`config.mk`:
```
export PLATFORM = sky130hd
export DESIGN_NAME = quoted_command_line_tokenizer
export DESIGN_NICKNAME = d
export VERILOG_FILES = /design/src/rtl/qclt_pkg.sv /design/src/rtl/qclt_core.sv /design/src/rtl/qclt_resq.sv /design/src/rtl/quoted_command_line_tokenizer.sv
export SDC_FILE = /design/constraint.sdc
export NUM_CORES = 1
export LEC_CHECK = 0
export BUFFER_PORTS_ARGS = -buffer_cell sky130_fd_sc_hd__buf_2
export CORE_ASPECT_RATIO = 0.75
export CORE_MARGIN = 5
export CORE_UTILIZATION = 50
export CTS_BUF_LIST = sky130_fd_sc_hd__clkbuf_16
export DETAILED_ROUTE_END_ITERATION = 7
export GPL_TIMING_DRIVEN = 0
export PLACE_DENSITY = 0.73
export SLEW_MARGIN = 20
export SYNTH_ARGS = -nofsm -noshare
export SYNTH_HDL_FRONTEND = slang
export SYNTH_SLANG_ARGS = --single-unit
```
`constraint.sdc`:
```
create_clock -name clk -period 12.34 [get_ports clk]
set_input_delay 1.234 -clock clk [delete_from_list [all_inputs] [get_ports clk]]
set_output_delay 1.234 -clock clk [all_outputs]
set_load 0.005 [all_outputs]
```
`src/rtl/qclt_pkg.sv`:
```
// Shared types and constants for the quoted command-line tokenizer.
`timescale 1ns / 1ps

package qclt_pkg;

  localparam int LINE_BYTES_DEF = 255;
  localparam int RES_MAX        = 3;
  localparam int RQ_DEPTH       = 4;

  localparam logic [7:0] CH_DQUOTE = 8'h22;
  localparam logic [7:0] CH_SQUOTE = 8'h27;
  localparam logic [7:0] CH_SPACE  = 8'h20;

  typedef enum logic [1:0] {
    Q_NONE   = 2'd0,
    Q_DOUBLE = 2'd1,
    Q_SINGLE = 2'd2
  } quote_t;

  typedef enum logic [1:0] {
    K_CHAR    = 2'd0,
    K_END     = 2'd1,
    K_SUMMARY = 2'd2
  } item_kind_t;

  typedef struct packed {
    item_kind_t  item_kind;
    logic [7:0]  token_char;
    logic [7:0]  token_number;
    logic [7:0]  char_offset;
    logic [7:0]  cursor_token;
    logic [7:0]  cursor_offset;
    logic        cursor_placed;
    logic        run_last;
  } res_t;

endpackage

```
`src/rtl/qclt_core.sv`:
```
// Per-byte tokenizer state update and result generation.
`timescale 1ns / 1ps

module qclt_core
  import qclt_pkg::*;
#(
  parameter int LINE_BYTES = LINE_BYTES_DEF
) (
  input  logic                 clk,
  input  logic                 rst_n,
  input  logic                 acc,
  input  logic [7:0]           line_byte,
  input  logic                 byte_present,
  input  logic                 line_last,
  input  logic [7:0]           cursor_position,
  output logic [RES_MAX-1:0]   push_vld,
  output res_t [RES_MAX-1:0]   push_item
);

  localparam int IW = $clog2(LINE_BYTES + 1);
  localparam int CW = (IW > 8) ? IW : 8;

  function automatic logic [7:0] sat8(input logic [CW-1:0] v);
    logic [7:0] r;
    r = (v > CW'(255)) ? 8'hFF : v[7:0];
    return r;
  endfunction

  quote_t        open_quote_r, open_quote_nxt;
  quote_t        closed_quote_r, closed_quote_nxt;
  logic [CW-1:0] tok_len_r, tok_len_nxt;
  logic [CW-1:0] tok_cnt_r, tok_cnt_nxt;
  logic [CW-1:0] byte_index_r, byte_index_nxt;
  logic [7:0]    last_len_r, last_len_nxt;
  logic [7:0]    seen_tok_r, seen_tok_nxt;
  logic [7:0]    seen_off_r, seen_off_nxt;
  logic          hit_r, hit_nxt;

  quote_t        q;
  logic          in_range;
  logic          do_char;
  logic          space_end;
  logic          do_end;
  logic          mark;
  logic [CW-1:0] len1;
  logic [CW-1:0] cnt2;
  logic [CW-1:0] idx1;
  logic [CW-1:0] cur_w;
  logic [7:0]    len2;
  logic [7:0]    sum_tok;
  logic [7:0]    sum_off;
  logic          sum_placed;

  always_comb begin
    q = Q_NONE;
    if (line_byte == CH_DQUOTE) begin
      q = Q_DOUBLE;
    end else if (line_byte == CH_SQUOTE) begin
      q = Q_SINGLE;
    end
    cur_w     = CW'(cursor_position);
    in_range  = byte_present && (byte_index_r < CW'(LINE_BYTES));
    do_char   = 1'b0;
    space_end = 1'b0;
    open_quote_nxt   = open_quote_r;
    closed_quote_nxt = closed_quote_r;
    if (in_range) begin
      if (open_quote_r != Q_NONE && open_quote_r != q) begin
        do_char = 1'b1;
      end else if (open_quote_r != Q_NONE) begin
        closed_quote_nxt = open_quote_r;
        open_quote_nxt   = Q_NONE;
      end else if (q != Q_NONE) begin
        if (closed_quote_r == q) begin
          do_char = 1'b1;
        end
        open_quote_nxt = q;
      end else begin
        closed_quote_nxt = Q_NONE;
        if (line_byte == CH_SPACE) begin
          space_end = 1'b1;
        end else begin
          do_char = 1'b1;
        end
      end
    end

    mark   = do_char && (cur_w == byte_index_r);
    len1   = tok_len_r + CW'(do_char);
    do_end = (space_end || line_last) && (len1 != '0);
    cnt2   = tok_cnt_r + CW'(do_end);
    len2   = do_end ? sat8(len1) : last_len_r;
    idx1   = byte_index_r + CW'(in_range);

    hit_nxt      = hit_r || mark;
    seen_tok_nxt = mark ? sat8(tok_cnt_r) : seen_tok_r;
    seen_off_nxt = mark ? sat8(tok_len_r) : seen_off_r;

    if (cur_w >= idx1) begin
      sum_tok    = (cnt2 == '0) ? 8'd0 : sat8(cnt2 - CW'(1));
      sum_off    = (cnt2 == '0) ? 8'd0 : len2;
      sum_placed = 1'b1;
    end else if (hit_nxt) begin
      sum_tok    = seen_tok_nxt;
      sum_off    = seen_off_nxt;
      sum_placed = 1'b1;
    end else begin
      sum_tok    = 8'd0;
      sum_off    = 8'd0;
      sum_placed = 1'b0;
    end

    tok_len_nxt    = do_end ? '0 : len1;
    tok_cnt_nxt    = cnt2;
    byte_index_nxt = idx1;
    last_len_nxt   = len2;
    if (line_last) begin
      open_quote_nxt   = Q_NONE;
      closed_quote_nxt = Q_NONE;
      tok_len_nxt      = '0;
      tok_cnt_nxt      = '0;
      byte_index_nxt   = '0;
      last_len_nxt     = 8'd0;
      seen_tok_nxt     = 8'd0;
      seen_off_nxt     = 8'd0;
      hit_nxt          = 1'b0;
    end
  end

  always_comb begin
    push_vld = {acc && line_last, acc && do_end, acc && do_char};

    push_item[0].item_kind     = K_CHAR;
    push_item[0].token_char    = line_byte;
    push_item[0].token_number  = sat8(tok_cnt_r);
    push_item[0].char_offset   = sat8(tok_len_r);
    push_item[0].cursor_token  = 8'd0;
    push_item[0].cursor_offset = 8'd0;
    push_item[0].cursor_placed = 1'b0;
    push_item[0].run_last      = !do_end && !line_last;

    push_item[1].item_kind     = K_END;
    push_item[1].token_char    = 8'd0;
    push_item[1].token_number  = sat8(tok_cnt_r);
    push_item[1].char_offset   = sat8(len1);
    push_item[1].cursor_token  = 8'd0;
    push_item[1].cursor_offset = 8'd0;
    push_item[1].cursor_placed = 1'b0;
    push_item[1].run_last      = !line_last;

    push_item[2].item_kind     = K_SUMMARY;
    push_item[2].token_char    = 8'd0;
    push_item[2].token_number  = sat8(cnt2);
    push_item[2].char_offset   = 8'd0;
    push_item[2].cursor_token  = sum_tok;
    push_item[2].cursor_offset = sum_off;
    push_item[2].cursor_placed = sum_placed;
    push_item[2].run_last      = 1'b1;
  end

  always_ff @(posedge clk) begin
    if (!rst_n) begin
      open_quote_r   <= Q_NONE;
      closed_quote_r <= Q_NONE;
      tok_len_r      <= '0;
      tok_cnt_r      <= '0;
      byte_index_r   <= '0;
      last_len_r     <= 8'd0;
      seen_tok_r     <= 8'd0;
      seen_off_r     <= 8'd0;
      hit_r          <= 1'b0;
    end else if (acc) begin
      open_quote_r   <= open_quote_nxt;
      closed_quote_r <= closed_quote_nxt;
      tok_len_r      <= tok_len_nxt;
      tok_cnt_r      <= tok_cnt_nxt;
      byte_index_r   <= byte_index_nxt;
      last_len_r     <= last_len_nxt;
      seen_tok_r     <= seen_tok_nxt;
      seen_off_r     <= seen_off_nxt;
      hit_r          <= hit_nxt;
    end
  end

  a_index_bound: assert property (@(posedge clk) disable iff (!rst_n)
    byte_index_r <= CW'(LINE_BYTES))
    else $error("byte index past line limit");

  a_line_clear: assert property (@(posedge clk) disable iff (!rst_n)
    acc && line_last |=> byte_index_r == '0 && tok_cnt_r == '0 && !hit_r)
    else $error("line state not cleared after summary");

  a_len_le_index: assert property (@(posedge clk) disable iff (!rst_n)
    tok_len_r <= byte_index_r)
    else $error("token length exceeds bytes seen");

endmodule

```
`src/rtl/qclt_resq.sv`:
```
// Result queue: takes up to three results per beat, hands out one per beat while pop_stall is low.
`timescale 1ns / 1ps

module qclt_resq
  import qclt_pkg::*;
(
  input  logic               clk,
  input  logic               rst_n,
  input  logic [RES_MAX-1:0] push_vld,
  input  res_t [RES_MAX-1:0] push_item,
  input  logic               pop_stall,
  output logic               room,
  output logic               head_vld,
  output res_t               head
);

  localparam int PTR_W = $clog2(RQ_DEPTH);
  localparam int CNT_W = $clog2(RQ_DEPTH + 1);

  res_t             mem [RQ_DEPTH];
  logic [PTR_W-1:0] wr_ptr_r, wr_ptr_nxt;
  logic [PTR_W-1:0] rd_ptr_r, rd_ptr_nxt;
  logic [CNT_W-1:0] count_r, count_nxt;
  logic [PTR_W-1:0] pos [RES_MAX];
  logic [CNT_W-1:0] n_push;
  logic             pop;

  always_comb begin
    pos[0] = '0;
    pos[1] = PTR_W'(push_vld[0]);
    pos[2] = PTR_W'(push_vld[0]) + PTR_W'(push_vld[1]);
    n_push = CNT_W'(push_vld[0]) + CNT_W'(push_vld[1]) + CNT_W'(push_vld[2]);
    head_vld   = count_r != '0;
    head       = mem[rd_ptr_r];
    pop        = head_vld && !pop_stall;
    room       = count_r <= CNT_W'(RQ_DEPTH - RES_MAX);
    wr_ptr_nxt = wr_ptr_r + PTR_W'(n_push);
    rd_ptr_nxt = rd_ptr_r + PTR_W'(pop);
    count_nxt  = count_r + n_push - CNT_W'(pop);
  end

  always_ff @(posedge clk) begin
    for (int i = 0; i < RES_MAX; i++) begin
      if (push_vld[i]) begin
        mem[wr_ptr_r + pos[i]] <= push_item[i];
      end
    end
  end

  always_ff @(posedge clk) begin
    if (!rst_n) begin
      wr_ptr_r <= '0;
      rd_ptr_r <= '0;
      count_r  <= '0;
    end else begin
      wr_ptr_r <= wr_ptr_nxt;
      rd_ptr_r <= rd_ptr_nxt;
      count_r  <= count_nxt;
    end
  end

  a_no_overflow: assert property (@(posedge clk) disable iff (!rst_n)
    count_r <= CNT_W'(RQ_DEPTH))
    else $error("result queue overflow");

  a_push_room: assert property (@(posedge clk) disable iff (!rst_n)
    (|push_vld) |-> room)
    else $error("push without room");

  a_head_hold: assert property (@(posedge clk) disable iff (!rst_n)
    head_vld && pop_stall |=> head_vld && $stable(head))
    else $error("stalled head beat changed");

endmodule

```
`src/rtl/quoted_command_line_tokenizer.sv`:
```
// Top level: quoted command-line tokenizer with result queue.
// Each accepted beat's results are registered in the queue and offered on out_.
// Throughput: one input beat per cycle while each beat gives at most one result
// and out_stall is low; a beat giving two or three results holds the input until
// the single result port has drained the four-entry result queue to one entry.
// Reset: synchronous active-low rst_n clears line state and empties the queue.
`timescale 1ns / 1ps

module quoted_command_line_tokenizer
  import qclt_pkg::*;
#(
  parameter int LINE_BYTES = LINE_BYTES_DEF
) (
  input  logic       clk,
  input  logic       rst_n,
  input  logic       in_valid,
  output logic       in_stall,
  input  logic [7:0] in_line_byte,
  input  logic       in_byte_present,
  input  logic       in_line_last,
  input  logic [7:0] in_cursor_position,
  output logic       out_valid,
  input  logic       out_stall,
  output logic [1:0] out_item_kind,
  output logic [7:0] out_token_char,
  output logic [7:0] out_token_number,
  output logic [7:0] out_char_offset,
  output logic [7:0] out_cursor_token,
  output logic [7:0] out_cursor_offset,
  output logic       out_cursor_placed,
  output logic       out_run_last
);

  logic               room;
  logic               acc;
  logic [RES_MAX-1:0] push_vld;
  res_t [RES_MAX-1:0] push_item;
  res_t               head;

  assign in_stall = !room;
  assign acc      = in_valid && room;

  qclt_core #(
    .LINE_BYTES(LINE_BYTES)
  ) u_core (
    .clk            (clk),
    .rst_n          (rst_n),
    .acc            (acc),
    .line_byte      (in_line_byte),
    .byte_present   (in_byte_present),
    .line_last      (in_line_last),
    .cursor_position(in_cursor_position),
    .push_vld       (push_vld),
    .push_item      (push_item)
  );

  qclt_resq u_resq (
    .clk      (clk),
    .rst_n    (rst_n),
    .push_vld (push_vld),
    .push_item(push_item),
    .pop_stall(out_stall),
    .room     (room),
    .head_vld (out_valid),
    .head     (head)
  );

  assign out_item_kind     = head.item_kind;
  assign out_token_char    = head.token_char;
  assign out_token_number  = head.token_number;
  assign out_char_offset   = head.char_offset;
  assign out_cursor_token  = head.cursor_token;
  assign out_cursor_offset = head.cursor_offset;
  assign out_cursor_placed = head.cursor_placed;
  assign out_run_last      = head.run_last;

  a_summary_last: assert property (@(posedge clk) disable iff (!rst_n)
    out_valid && out_item_kind == K_SUMMARY |-> out_run_last)
    else $error("summary not marked as last result");

  a_char_unplaced: assert property (@(posedge clk) disable iff (!rst_n)
    out_valid && out_item_kind == K_CHAR |-> !out_cursor_placed)
    else $error("cursor flag set on token character");

  a_end_unplaced: assert property (@(posedge clk) disable iff (!rst_n)
    out_valid && out_item_kind == K_END |-> !out_cursor_placed && out_cursor_token == 8'd0)
    else $error("cursor fields set on token end");

endmodule

```
==> qor.txt, run 1 <==
leakage dissipation -> 5.06 nW
Synth Area in Simple Gates -> 16.7%
Root Buffer -> clkbuf_16
die area -> 29,100 um^2
Synth Warn # -> 0
Syn Nets -> 1,361
Post-synth EDFFs -> 100
vias in the first global route -> 10.9k
critical path's top delay family -> buffers and inverters
fin cells -> 1,762
Area growth syn-to-layout -> 12.8%
CP arrival -> 8.73 ns
Placed Area -> 13,700 um^2
Syn Std Cell Area -> 12,900 um^2
Residual DRC -> 0
highest-count cells in the layout ignoring fill and taps -> 208 x nand2_1, 136 x dfxtp_1, 100 x edfxtp_1
area of the multi-input gates -> 6660 um^2
hold_buf cts -> 0
hpwl dp -> 31.6 mm
xor and xnor area share after synthesis -> 2.44%
Final Skew -> 0.0166 ns
final setup TNS -> 0 ns
Avg Cell Area, Syn -> 9.84 um^2
Seq/Total Area, Yosys -> 44.4%
Detailed Routing Iterations Pass 1 -> 6
post-route worst setup slack -> 3.62 ns
Placed Cells -> 1,716
Cell Rows -> 50
Register Area -> 5730 um^2
Max Buffers Root-to-Sink -> 3
GRT overflow -> 0
Tot Pwr -> 2.73 mW
Ant. Diodes -> 0
final hold violations -> 0
H-tree Lvls -> 1
worst hold path type -> flip-flop to flip-flop
Starting Density -> 51.2%
Vias per Instance -> 6.60
Sink Count -> 236
clock network latency to the later pin of the worst-skew pair -> 0.54 ns
area share of the largest cell type after synthesis -> 23.3%
GRT met2 Usage -> 41.8%
Resized Gates After CTS -> 0
main combinational cell family by area after synthesis -> compound AO/OA/AOI/OAI gates
Req. time, crit path -> 12.36 ns
number of setup buffers added after CTS -> 0
DR iter-0 viols -> 1,543
via count -> 11.6k
Final #Nets -> 1,455
post-synthesis mux area share -> 9.16%
Final ANT Viol Nets -> 0
most area-consuming cells after synthesis -> edfxtp_1 23%, dfxtp_1 21%, mux4_2 7.7%
port bufs -> 66
Final Slew Violations -> 0
fillcell total -> 2,184
Period minus WS final -> 8.72 ns
core box area -> 25,200 um^2
CP Buf/Inv Count -> 8
worst-margin pin slew -> 1.14 ns
initial antenna violation count -> 0
Main synth FF type -> dfxtp_1
drt total wl -> 44.0 mm
GRT Util Overall -> 29.0%
Final Util -> 57.7%
CP Launch Type -> input pin
status -> completed
max_cap viols -> 0
CTS tree -> yes
Ports -> 68
share of cells above drive strength 1 -> 16.2%
die height -> 149 um
dpl ws -> 3.52 ns
slowest cell on the critical path -> nand3_2
setup violators final -> 0
Most Crowded Layer GR -> met1
largest net degree at the start of global routing -> 26
clock slew at reported path FFs -> 0.06 ns
Final Cycle Share -> 70.6%
fraction of registers with async set/reset -> 0%
worst slew margin relative to its limit -> 23.4%
final instance area -> 14,500 um^2
cell type with the largest total area after synthesis -> edfxtp_1
RSZ-0062 raised after global routing -> no
CP endpoint kind -> flip-flop
Worst Hold Margin -> 0.454 ns
M1 GR Usage -> 41.9%
Synth Instances -> 1,311
global-route wire length before repair -> 65.5 mm
Compound-Gate Fraction of Synth Area -> 20.1%
Power Density -> 188 nW/um^2
die width -> 195 um
CP Cell Sequence -> buf_2 > or4_1 > or3_1 > o211ai_4 > inv_4 > buf_6 > ha_1 > ha_1 > buf_1 > nor2_1 > o211ai_1 > o21ai_2 > buf_2 > inv_2 > nand2_1 > fa_1 > xnor2_1 > or3_1 > clkbuf_1 > clkbuf_1 > nand3_2
routability cong. -> 0.993
CP peak stage delay -> 0.85 ns
CP Class -> input pin to flip-flop
M3 GR Usage -> 9.46%
Peak VDD IR -> 0.112 mV
Seq cells post-synth -> 236
fmax -> 115 MHz
fraction of the mapped netlist area in adder cells -> 2.89%
Unique masters post-synth -> 79
wire per inst -> 24.9 um
crit-path max FO -> 25
most common cell after layout, fill and taps aside -> nand2_1
CTS Buf Count -> 25
-- synthesized netlist by cell type, types with 4 or more instances --
library cell	count
a21boi_0	6
o41ai_1	24
a22o_1	17
o21a_1	4
inv_1	22
xnor2_1	21
a22oi_1	6
dfxtp_1	136
o2111ai_1	10
nand4_1	13
nor2b_1	18
edfxtp_1	100
nand3_1	43
nand2b_1	7
buf_6	4
nand2_1	208
nor4_1	9
o21ai_0	40
a31o_2	13
o31ai_1	11
o211ai_1	5
a32o_1	6
a31oi_1	26
or2_2	9
o32ai_1	17
mux2i_1	19
clkbuf_1	87
mux4_2	44
xor2_1	15
a31oi_4	4
and3_1	8
nor2_1	41
or3_1	11
nor3_2	4
a21o_1	5
buf_1	7
o22ai_1	54
and3_4	4
nor3_1	31
a21oi_1	84
ha_1	25
o221ai_1	6
and2_1	27
buf_2	9
-- power by group --
group          internal [mW]  leakage [nW]  total, mW  switching (mW)
Combinational          0.334          2.53      0.873           0.540
Clock                  0.454         0.412      0.792           0.338
Sequential             0.991          2.12       1.07          0.0762
-- cells by family (layout without fill, tap and decap cells) --
logic type	after synthesis	count (layout)
AO/OA/AOI/OAI	366	366
XOR/XNOR	36	36
adder cells (fa/ha/maj)	28	28
buffers and inverters	135	248
flip-flops	236	236
multiplexers	63	63
AND/OR/NAND/NOR	447	447
-- per-layer routing --
layer / part of all wire [%] / wire, um / vias up
met1: 41 / 18200 / 5542
li1: - / - / 5152
met2: 42 / 18300 / 820
met5: 0 / 0 / -
met3: 14 / 6210 / 108
met4: 2.8 / 1240 / 0
-- layout make-up --
| cell class | count | share of cell area, % |
|---|---|---|
| clock buffers | 25 | 4.30 |
| flip-flops and latches | 236 | 39.4 |
| repair buffers | 67 | 2.32 |
| plain buffers | 110 | 3.21 |
| inverters | 25 | 0.662 |
| multi-input cells | 940 | 45.8 |
| clock inverters | 21 | 1.46 |
| well taps | 338 | 2.91 |
-- worst register-to-register path: stages (launching register included) --
cell,delay [ns]
dfxtp_1,0.38
or4_1,0.54
or3_1,0.42
o211ai_4,0.50
inv_4,0.19
buf_6,0.20
ha_1,0.24
ha_1,0.29
buf_1,0.46
nor2_1,0.11
o211ai_1,0.26
o21ai_2,0.24
buf_2,0.29
inv_2,0.24
nand2_1,0.18
fa_1,0.48
xnor2_1,0.36
or3_1,0.20
clkbuf_1,0.58
clkbuf_1,0.72
nand3_2,0.85
-- path summary, 6_finish.rpt --
kind	startpoint	end	depth (start not counted)	slack, ns
max reg2reg	u_core.open_quote_r[1]	u_resq.mem[1][5]	20	4.10
max	in_line_byte[6]	u_resq.mem[1][5]	21	3.62
min	u_resq.mem[1][43]	u_resq.mem[1][43]	1	0.45
min reg2reg	u_resq.mem[1][43]	u_resq.mem[1][43]	1	0.45
-- state kept, by name, summed over array words and instances (netlist names) --
signal                 flops
u_core.tok_cnt_r           8
u_core.hit_r               1
u_resq.mem               176
u_core.byte_index_r        8
u_core.seen_off_r          8
u_core.tok_len_r           8
u_core.seen_tok_r          8
u_resq.count_r             3
u_core.closed_quote_r      2
u_resq.rd_ptr_r            2
u_resq.wr_ptr_r            2
u_core.open_quote_r        2
u_core.last_len_r          8
(Power assumes the default switching activity.)
==> run 2: changes to the inputs <==
==> constraint.sdc (replaced) <==
create_clock -name clk -period 8.22 [get_ports clk]
set_input_delay 0.822 -clock clk [delete_from_list [all_inputs] [get_ports clk]]
set_output_delay 0.822 -clock clk [all_outputs]
set_load 0.005 [all_outputs]
==> qor.txt, run 2 (same netlist as run 1, synthesis figures left out) <==
Final Slew Violations -> 0
CP endpoint kind -> flip-flop
largest net degree at the start of global routing -> 26
clock network latency to the later pin of the worst-skew pair -> 0.54 ns
Psw -> 1.43 mW
global-route wire length before repair -> 65.5 mm
Req. time, crit path -> 8.24 ns
via count -> 11.7k
DR iter-0 viols -> 1,546
Ant. Diodes -> 0
Starting Density -> 51.2%
CTS tree -> yes
wire per inst -> 25.0 um
internal reg-to-reg setup slack -> 0.32 ns
Sequential Power Share -> 39.0%
highest-count cells in the layout ignoring fill and taps -> 208 x nand2_1, 136 x dfxtp_1, 100 x edfxtp_1
Cell Rows -> 50
post-route worst setup slack -> 0.256 ns
dpl ws -> -0.185 ns
Sink Count -> 236
most common cell after layout, fill and taps aside -> nand2_1
number of setup buffers added after CTS -> 0
fin cells -> 1,762
die area -> 29,100 um^2
Period minus WS final -> 7.96 ns
P_int -> 2.67 mW
Root Buffer -> clkbuf_16
die height -> 149 um
critical path's top delay family -> buffers and inverters
CP Launch Type -> input pin
clock network fraction of design power -> 28.9%
fmax -> 126 MHz
setup violators final -> 0
Vias per Instance -> 6.63
status -> completed
clock slew at reported path FFs -> 0.06 ns
slowest cell on the critical path -> nand3_2
routability cong. -> 0.993
crit-path max FO -> 25
vias in the first global route -> 10.9k
Switching Share -> 34.9%
Final Cycle Share -> 96.9%
CTS Buf Count -> 25
Final #Nets -> 1,455
drt total wl -> 44.1 mm
worst slew margin relative to its limit -> 22.8%
Ports -> 68
worst-margin pin slew -> 1.15 ns
die width -> 195 um
max_cap viols -> 0
Residual DRC -> 0
fillcell total -> 2,185
H-tree Lvls -> 1
Final Skew -> 0.0144 ns
max reg flops -> 176
area of the multi-input gates -> 6680 um^2
Power Density -> 282 nW/um^2
GRT Util Overall -> 29.0%
leakage dissipation -> 5.06 nW
hpwl dp -> 31.6 mm
CP arrival -> 7.98 ns
GRT overflow -> 0
share of cells above drive strength 1 -> 16.2%
RSZ-0062 raised after global routing -> no
CP Cell Sequence -> buf_2 > or4_1 > or3_1 > o211ai_4 > inv_4 > buf_6 > ha_1 > ha_1 > buf_1 > nor2_1 > o211ai_1 > o21ai_2 > buf_2 > inv_2 > nand2_1 > fa_1 > xor2_1 > nand4_1 > clkbuf_1 > clkbuf_1 > nand3_2
port bufs -> 66
combinational power share -> 32.0%
Final ANT Viol Nets -> 0
initial antenna violation count -> 0
CP Class -> input pin to flip-flop
Detailed Routing Iterations Pass 1 -> 6
worst hold path type -> flip-flop to flip-flop
final hold violations -> 0
core box area -> 25,200 um^2
Register Area -> 5730 um^2
Peak VDD IR -> 0.167 mV
Area growth syn-to-layout -> 12.9%
Max Buffers Root-to-Sink -> 3
CP Buf/Inv Count -> 8
CP peak stage delay -> 0.82 ns
Placed Cells -> 1,716
## run 2: changes by cell type in the layout (fill, tap and decap cells not counted)
cell / delta
nand3_4: +3
nand3_2: -3
## run 2: per-layer routing
layer	part of all wire [%]	vias to the layer above	track usage (%)	wire, um
li1	-	5163	-	-
met1	42	5616	41.9	18600
met5	0	-	0	0
met4	2.4	0	8.06	1060
met2	42	810	41.8	18500
met3	14	92	9.46	5960
## run 2: worst min-delay path: stages, from the launching register on
cell     delay [ns]
dfxtp_1        0.31
nand2_1        0.05
a21oi_1        0.05
## run 2: final timing paths
| check | end | cells past startpoint | start |
|---|---|---|---|
| hold reg to reg | u_resq.mem[3][34] | 2 | u_resq.mem[3][34] |
| setup reg to reg | u_resq.mem[0][7] | 20 | u_core.open_quote_r[1] |
| setup / recovery | u_resq.mem[0][7] | 21 | in_line_byte[6] |
| hold / removal | u_resq.mem[3][34] | 2 | u_resq.mem[3][34] |
## run 2: metrics by stage
step	total power, mW	area [um^2]	hold slack [ns]	TNS [ns]	utilization (%)
floorplan	2.41	12900	0.421	0	-
global placement	2.87	13700	0.430	-64.00	54.2
detailed placement	2.91	13700	0.441	-12.17	54.3
CTS	4.08	14500	0.456	0	57.7
global route	4.27	14600	0.470	0	57.8
finish	4.11	14600	0.456	0	57.8
## run 2: cell type report
type,instances,share of cell area [%]
plain buffers,110,3.20
clock buffers,25,4.29
repair buffers,67,2.32
flip-flops and latches,236,39.3
multi-input cells,940,45.9
clock inverters,21,1.46
well taps,338,2.90
inverters,25,0.661
## run 2: repair_timing
item	CTS	global route
endpoints found under the hold margin	0	0
endpoints found under the setup margin	0	75
hold buffers	0	0
resized for setup	0	3
## run 2: power groups by stage
stage / clock network [mW] / logic [mW] / registers, mW
after global placement: 0 / 1.26 / 1.61
final: 1.19 / 1.31 / 1.60
after detailed placement: 0 / 1.29 / 1.62
after floorplan: 0 / 0.835 / 1.58
after global routing: 1.24 / 1.41 / 1.62
after CTS: 1.19 / 1.29 / 1.60
==> run 3: changes to the inputs <==
--- a/config.mk
+++ b/config.mk
@@ -5,8 +5,9 @@
 export SDC_FILE = /design/constraint.sdc
 export NUM_CORES = 1
 export LEC_CHECK = 0
+export ABC_CLOCK_PERIOD_IN_PS = 8220
 export BUFFER_PORTS_ARGS = -buffer_cell sky130_fd_sc_hd__buf_2
-export CORE_ASPECT_RATIO = 0.75
+export CORE_ASPECT_RATIO = 0.9
 export CORE_MARGIN = 5
 export CORE_UTILIZATION = 50
 export CTS_BUF_LIST = sky130_fd_sc_hd__clkbuf_16
==> qor.txt, run 3 (same netlist as run 1, synthesis figures left out) <==
status -> completed
number of setup buffers added after CTS -> 0
via count -> 11.6k
DR iter-0 viols -> 1,491
Ant. Diodes -> 0
GRT overflow -> 0
wire per inst -> 23.6 um
Period minus WS final -> 7.90 ns
Peak VDD IR -> 0.180 mV
Placed Area -> 13,700 um^2
global-route wire length before repair -> 64.2 mm
Power Density -> 279 nW/um^2
clock slew at reported path FFs -> 0.06 ns
largest net degree at the start of global routing -> 26
fillcell total -> 2,201
dpl ws -> -0.0689 ns
die width -> 179 um
Placed Cells -> 1,722
fmax -> 127 MHz
die area -> 29,100 um^2
final hold violations -> 0
vias in the first global route -> 11.1k
clock network latency to the later pin of the worst-skew pair -> 0.55 ns
Root Buffer -> clkbuf_16
die height -> 162 um
CP endpoint kind -> flip-flop
CP peak stage delay -> 0.78 ns
stages on the worst setup path -> 21
CTS Buf Count -> 25
drt total wl -> 41.8 mm
max reg flops -> 176
RSZ-0062 raised after global routing -> no
Cell Rows -> 55
CP Buf/Inv Count -> 8
Final #Nets -> 1,457
CP arrival -> 7.95 ns
H-tree Lvls -> 1
highest-count cells in the layout ignoring fill and taps -> 208 x nand2_1, 136 x dfxtp_1, 100 x edfxtp_1
Detailed Routing Iterations Pass 1 -> 7
setup violators final -> 0
Final Cycle Share -> 96.1%
final instance area -> 14,600 um^2
core box area -> 25,300 um^2
GRT Util Overall -> 28.4%
Final Slew Violations -> 0
routability cong. -> 1.04
max_cap viols -> 0
Sink Count -> 236
fin cells -> 1,768
Max Buffers Root-to-Sink -> 3
Residual DRC -> 0
share of cells above drive strength 1 -> 16.0%
worst hold path type -> flip-flop to flip-flop
initial antenna violation count -> 0
Final Skew -> 0.0179 ns
CTS tree -> yes
CP Class -> input pin to flip-flop
CP Cell Sequence -> buf_2 > or4_1 > or3_1 > o211ai_4 > inv_4 > buf_6 > ha_1 > ha_1 > buf_1 > nor2_1 > o211ai_1 > o21ai_2 > buf_2 > inv_2 > nand2_1 > fa_1 > xor2_1 > or3_1 > clkbuf_1 > clkbuf_1 > nand3_2
critical path's top delay family -> buffers and inverters
Ports -> 68
Starting Density -> 51.1%
worst slew margin relative to its limit -> 23.4%
worst-margin pin slew -> 1.14 ns
slowest cell on the critical path -> nand3_2
Hold Crit Depth -> 2
hpwl dp -> 29.8 mm
leakage dissipation -> 5.07 nW
crit-path max FO -> 25
Final ANT Viol Nets -> 0
most common cell after layout, fill and taps aside -> nand2_1
CP Launch Type -> input pin
port bufs -> 66
Vias per Instance -> 6.55
post-route worst setup slack -> 0.320 ns
Req. time, crit path -> 8.27 ns
R2R depth -> 20
hold_buf cts -> 0
Area growth syn-to-layout -> 13.1%
Tot Pwr -> 4.07 mW
-- run 3: cell count changes in the layout (fill, tap and decap cells not counted), sizes merged --
| cell | delta |
|---|---|
| clkinv | +7 |
| clkinvlp | -4 |
| inv | -3 |
| buf | +2 |
-- run 3: power breakdown --
part           total (mW)  internal [mW]  switching [mW]
Combinational        1.29          0.507           0.787
Clock                1.18          0.684           0.496
Sequential           1.60           1.49           0.108
Total                4.07           2.68            1.39
-- run 3: path summary, 6_finish.rpt --
kind,start,slack [ns],to
max,in_line_byte[6],0.32,u_resq.mem[3][5]
min,u_resq.mem[3][36],0.46,u_resq.mem[3][36]
max reg2reg,u_core.open_quote_r[1],0.37,u_resq.mem[3][5]
min reg2reg,u_resq.mem[3][36],0.46,u_resq.mem[3][36]
-- run 3: cell type report --
type,instances,area [um^2],share of cell area [%]
Buffer,110,467,3.20
Clock buffer,25,626,4.29
Clock inverter,21,220,1.51
Inverter,25,96.3,0.660
Multi-Input combinational cell,940,6670,45.7
Sequential cell,236,5730,39.2
Tap cell,342,428,2.93
Timing Repair Buffer,69,360,2.47
-- run 3: per-layer routing --
| layer | vias up | routed length, um | track usage, % | share of wire [%] |
|---|---|---|---|---|
| li1 | 5166 | - | - | - |
| met2 | 752 | 18400 | 42.9 | 44 |
| met3 | 146 | 4790 | 6.13 | 11 |
| met5 | - | 0 | 0 | 0 |
| met4 | 0 | 2030 | 11.6 | 4.9 |
| met1 | 5515 | 16600 | 39.8 | 40 |
-- run 3: per-stage QoR --
step           hold slack (ns)  TNS (ns)  utilization, %
3_3_place_gp             0.434    -34.76            54.1
6_report                 0.455         0            57.8
5_1_grt                  0.476         0            57.8
3_5_place_dp             0.443     -1.63            54.3
4_1_cts                  0.455         0            57.7
2_1_floorplan            0.421         0               -
-- run 3: worst register-to-register path: stages (launching register included) --
cell,delay [ns]
dfxtp_1,0.39
or4_1,0.55
or3_1,0.41
o211ai_4,0.44
inv_4,0.18
buf_6,0.19
ha_1,0.23
ha_1,0.29
buf_1,0.39
nor2_1,0.13
o211ai_1,0.29
o21ai_2,0.21
buf_2,0.24
inv_2,0.24
nand2_1,0.21
fa_1,0.50
xor2_1,0.36
or3_1,0.19
clkbuf_1,0.54
clkbuf_1,0.58
nand3_2,0.78
-- run 3: repair_timing --
item | in CTS | in global routing
gates resized for setup | 0 | 1
endpoints found under the setup margin | 0 | 25
endpoints found under the hold margin | 0 | 0
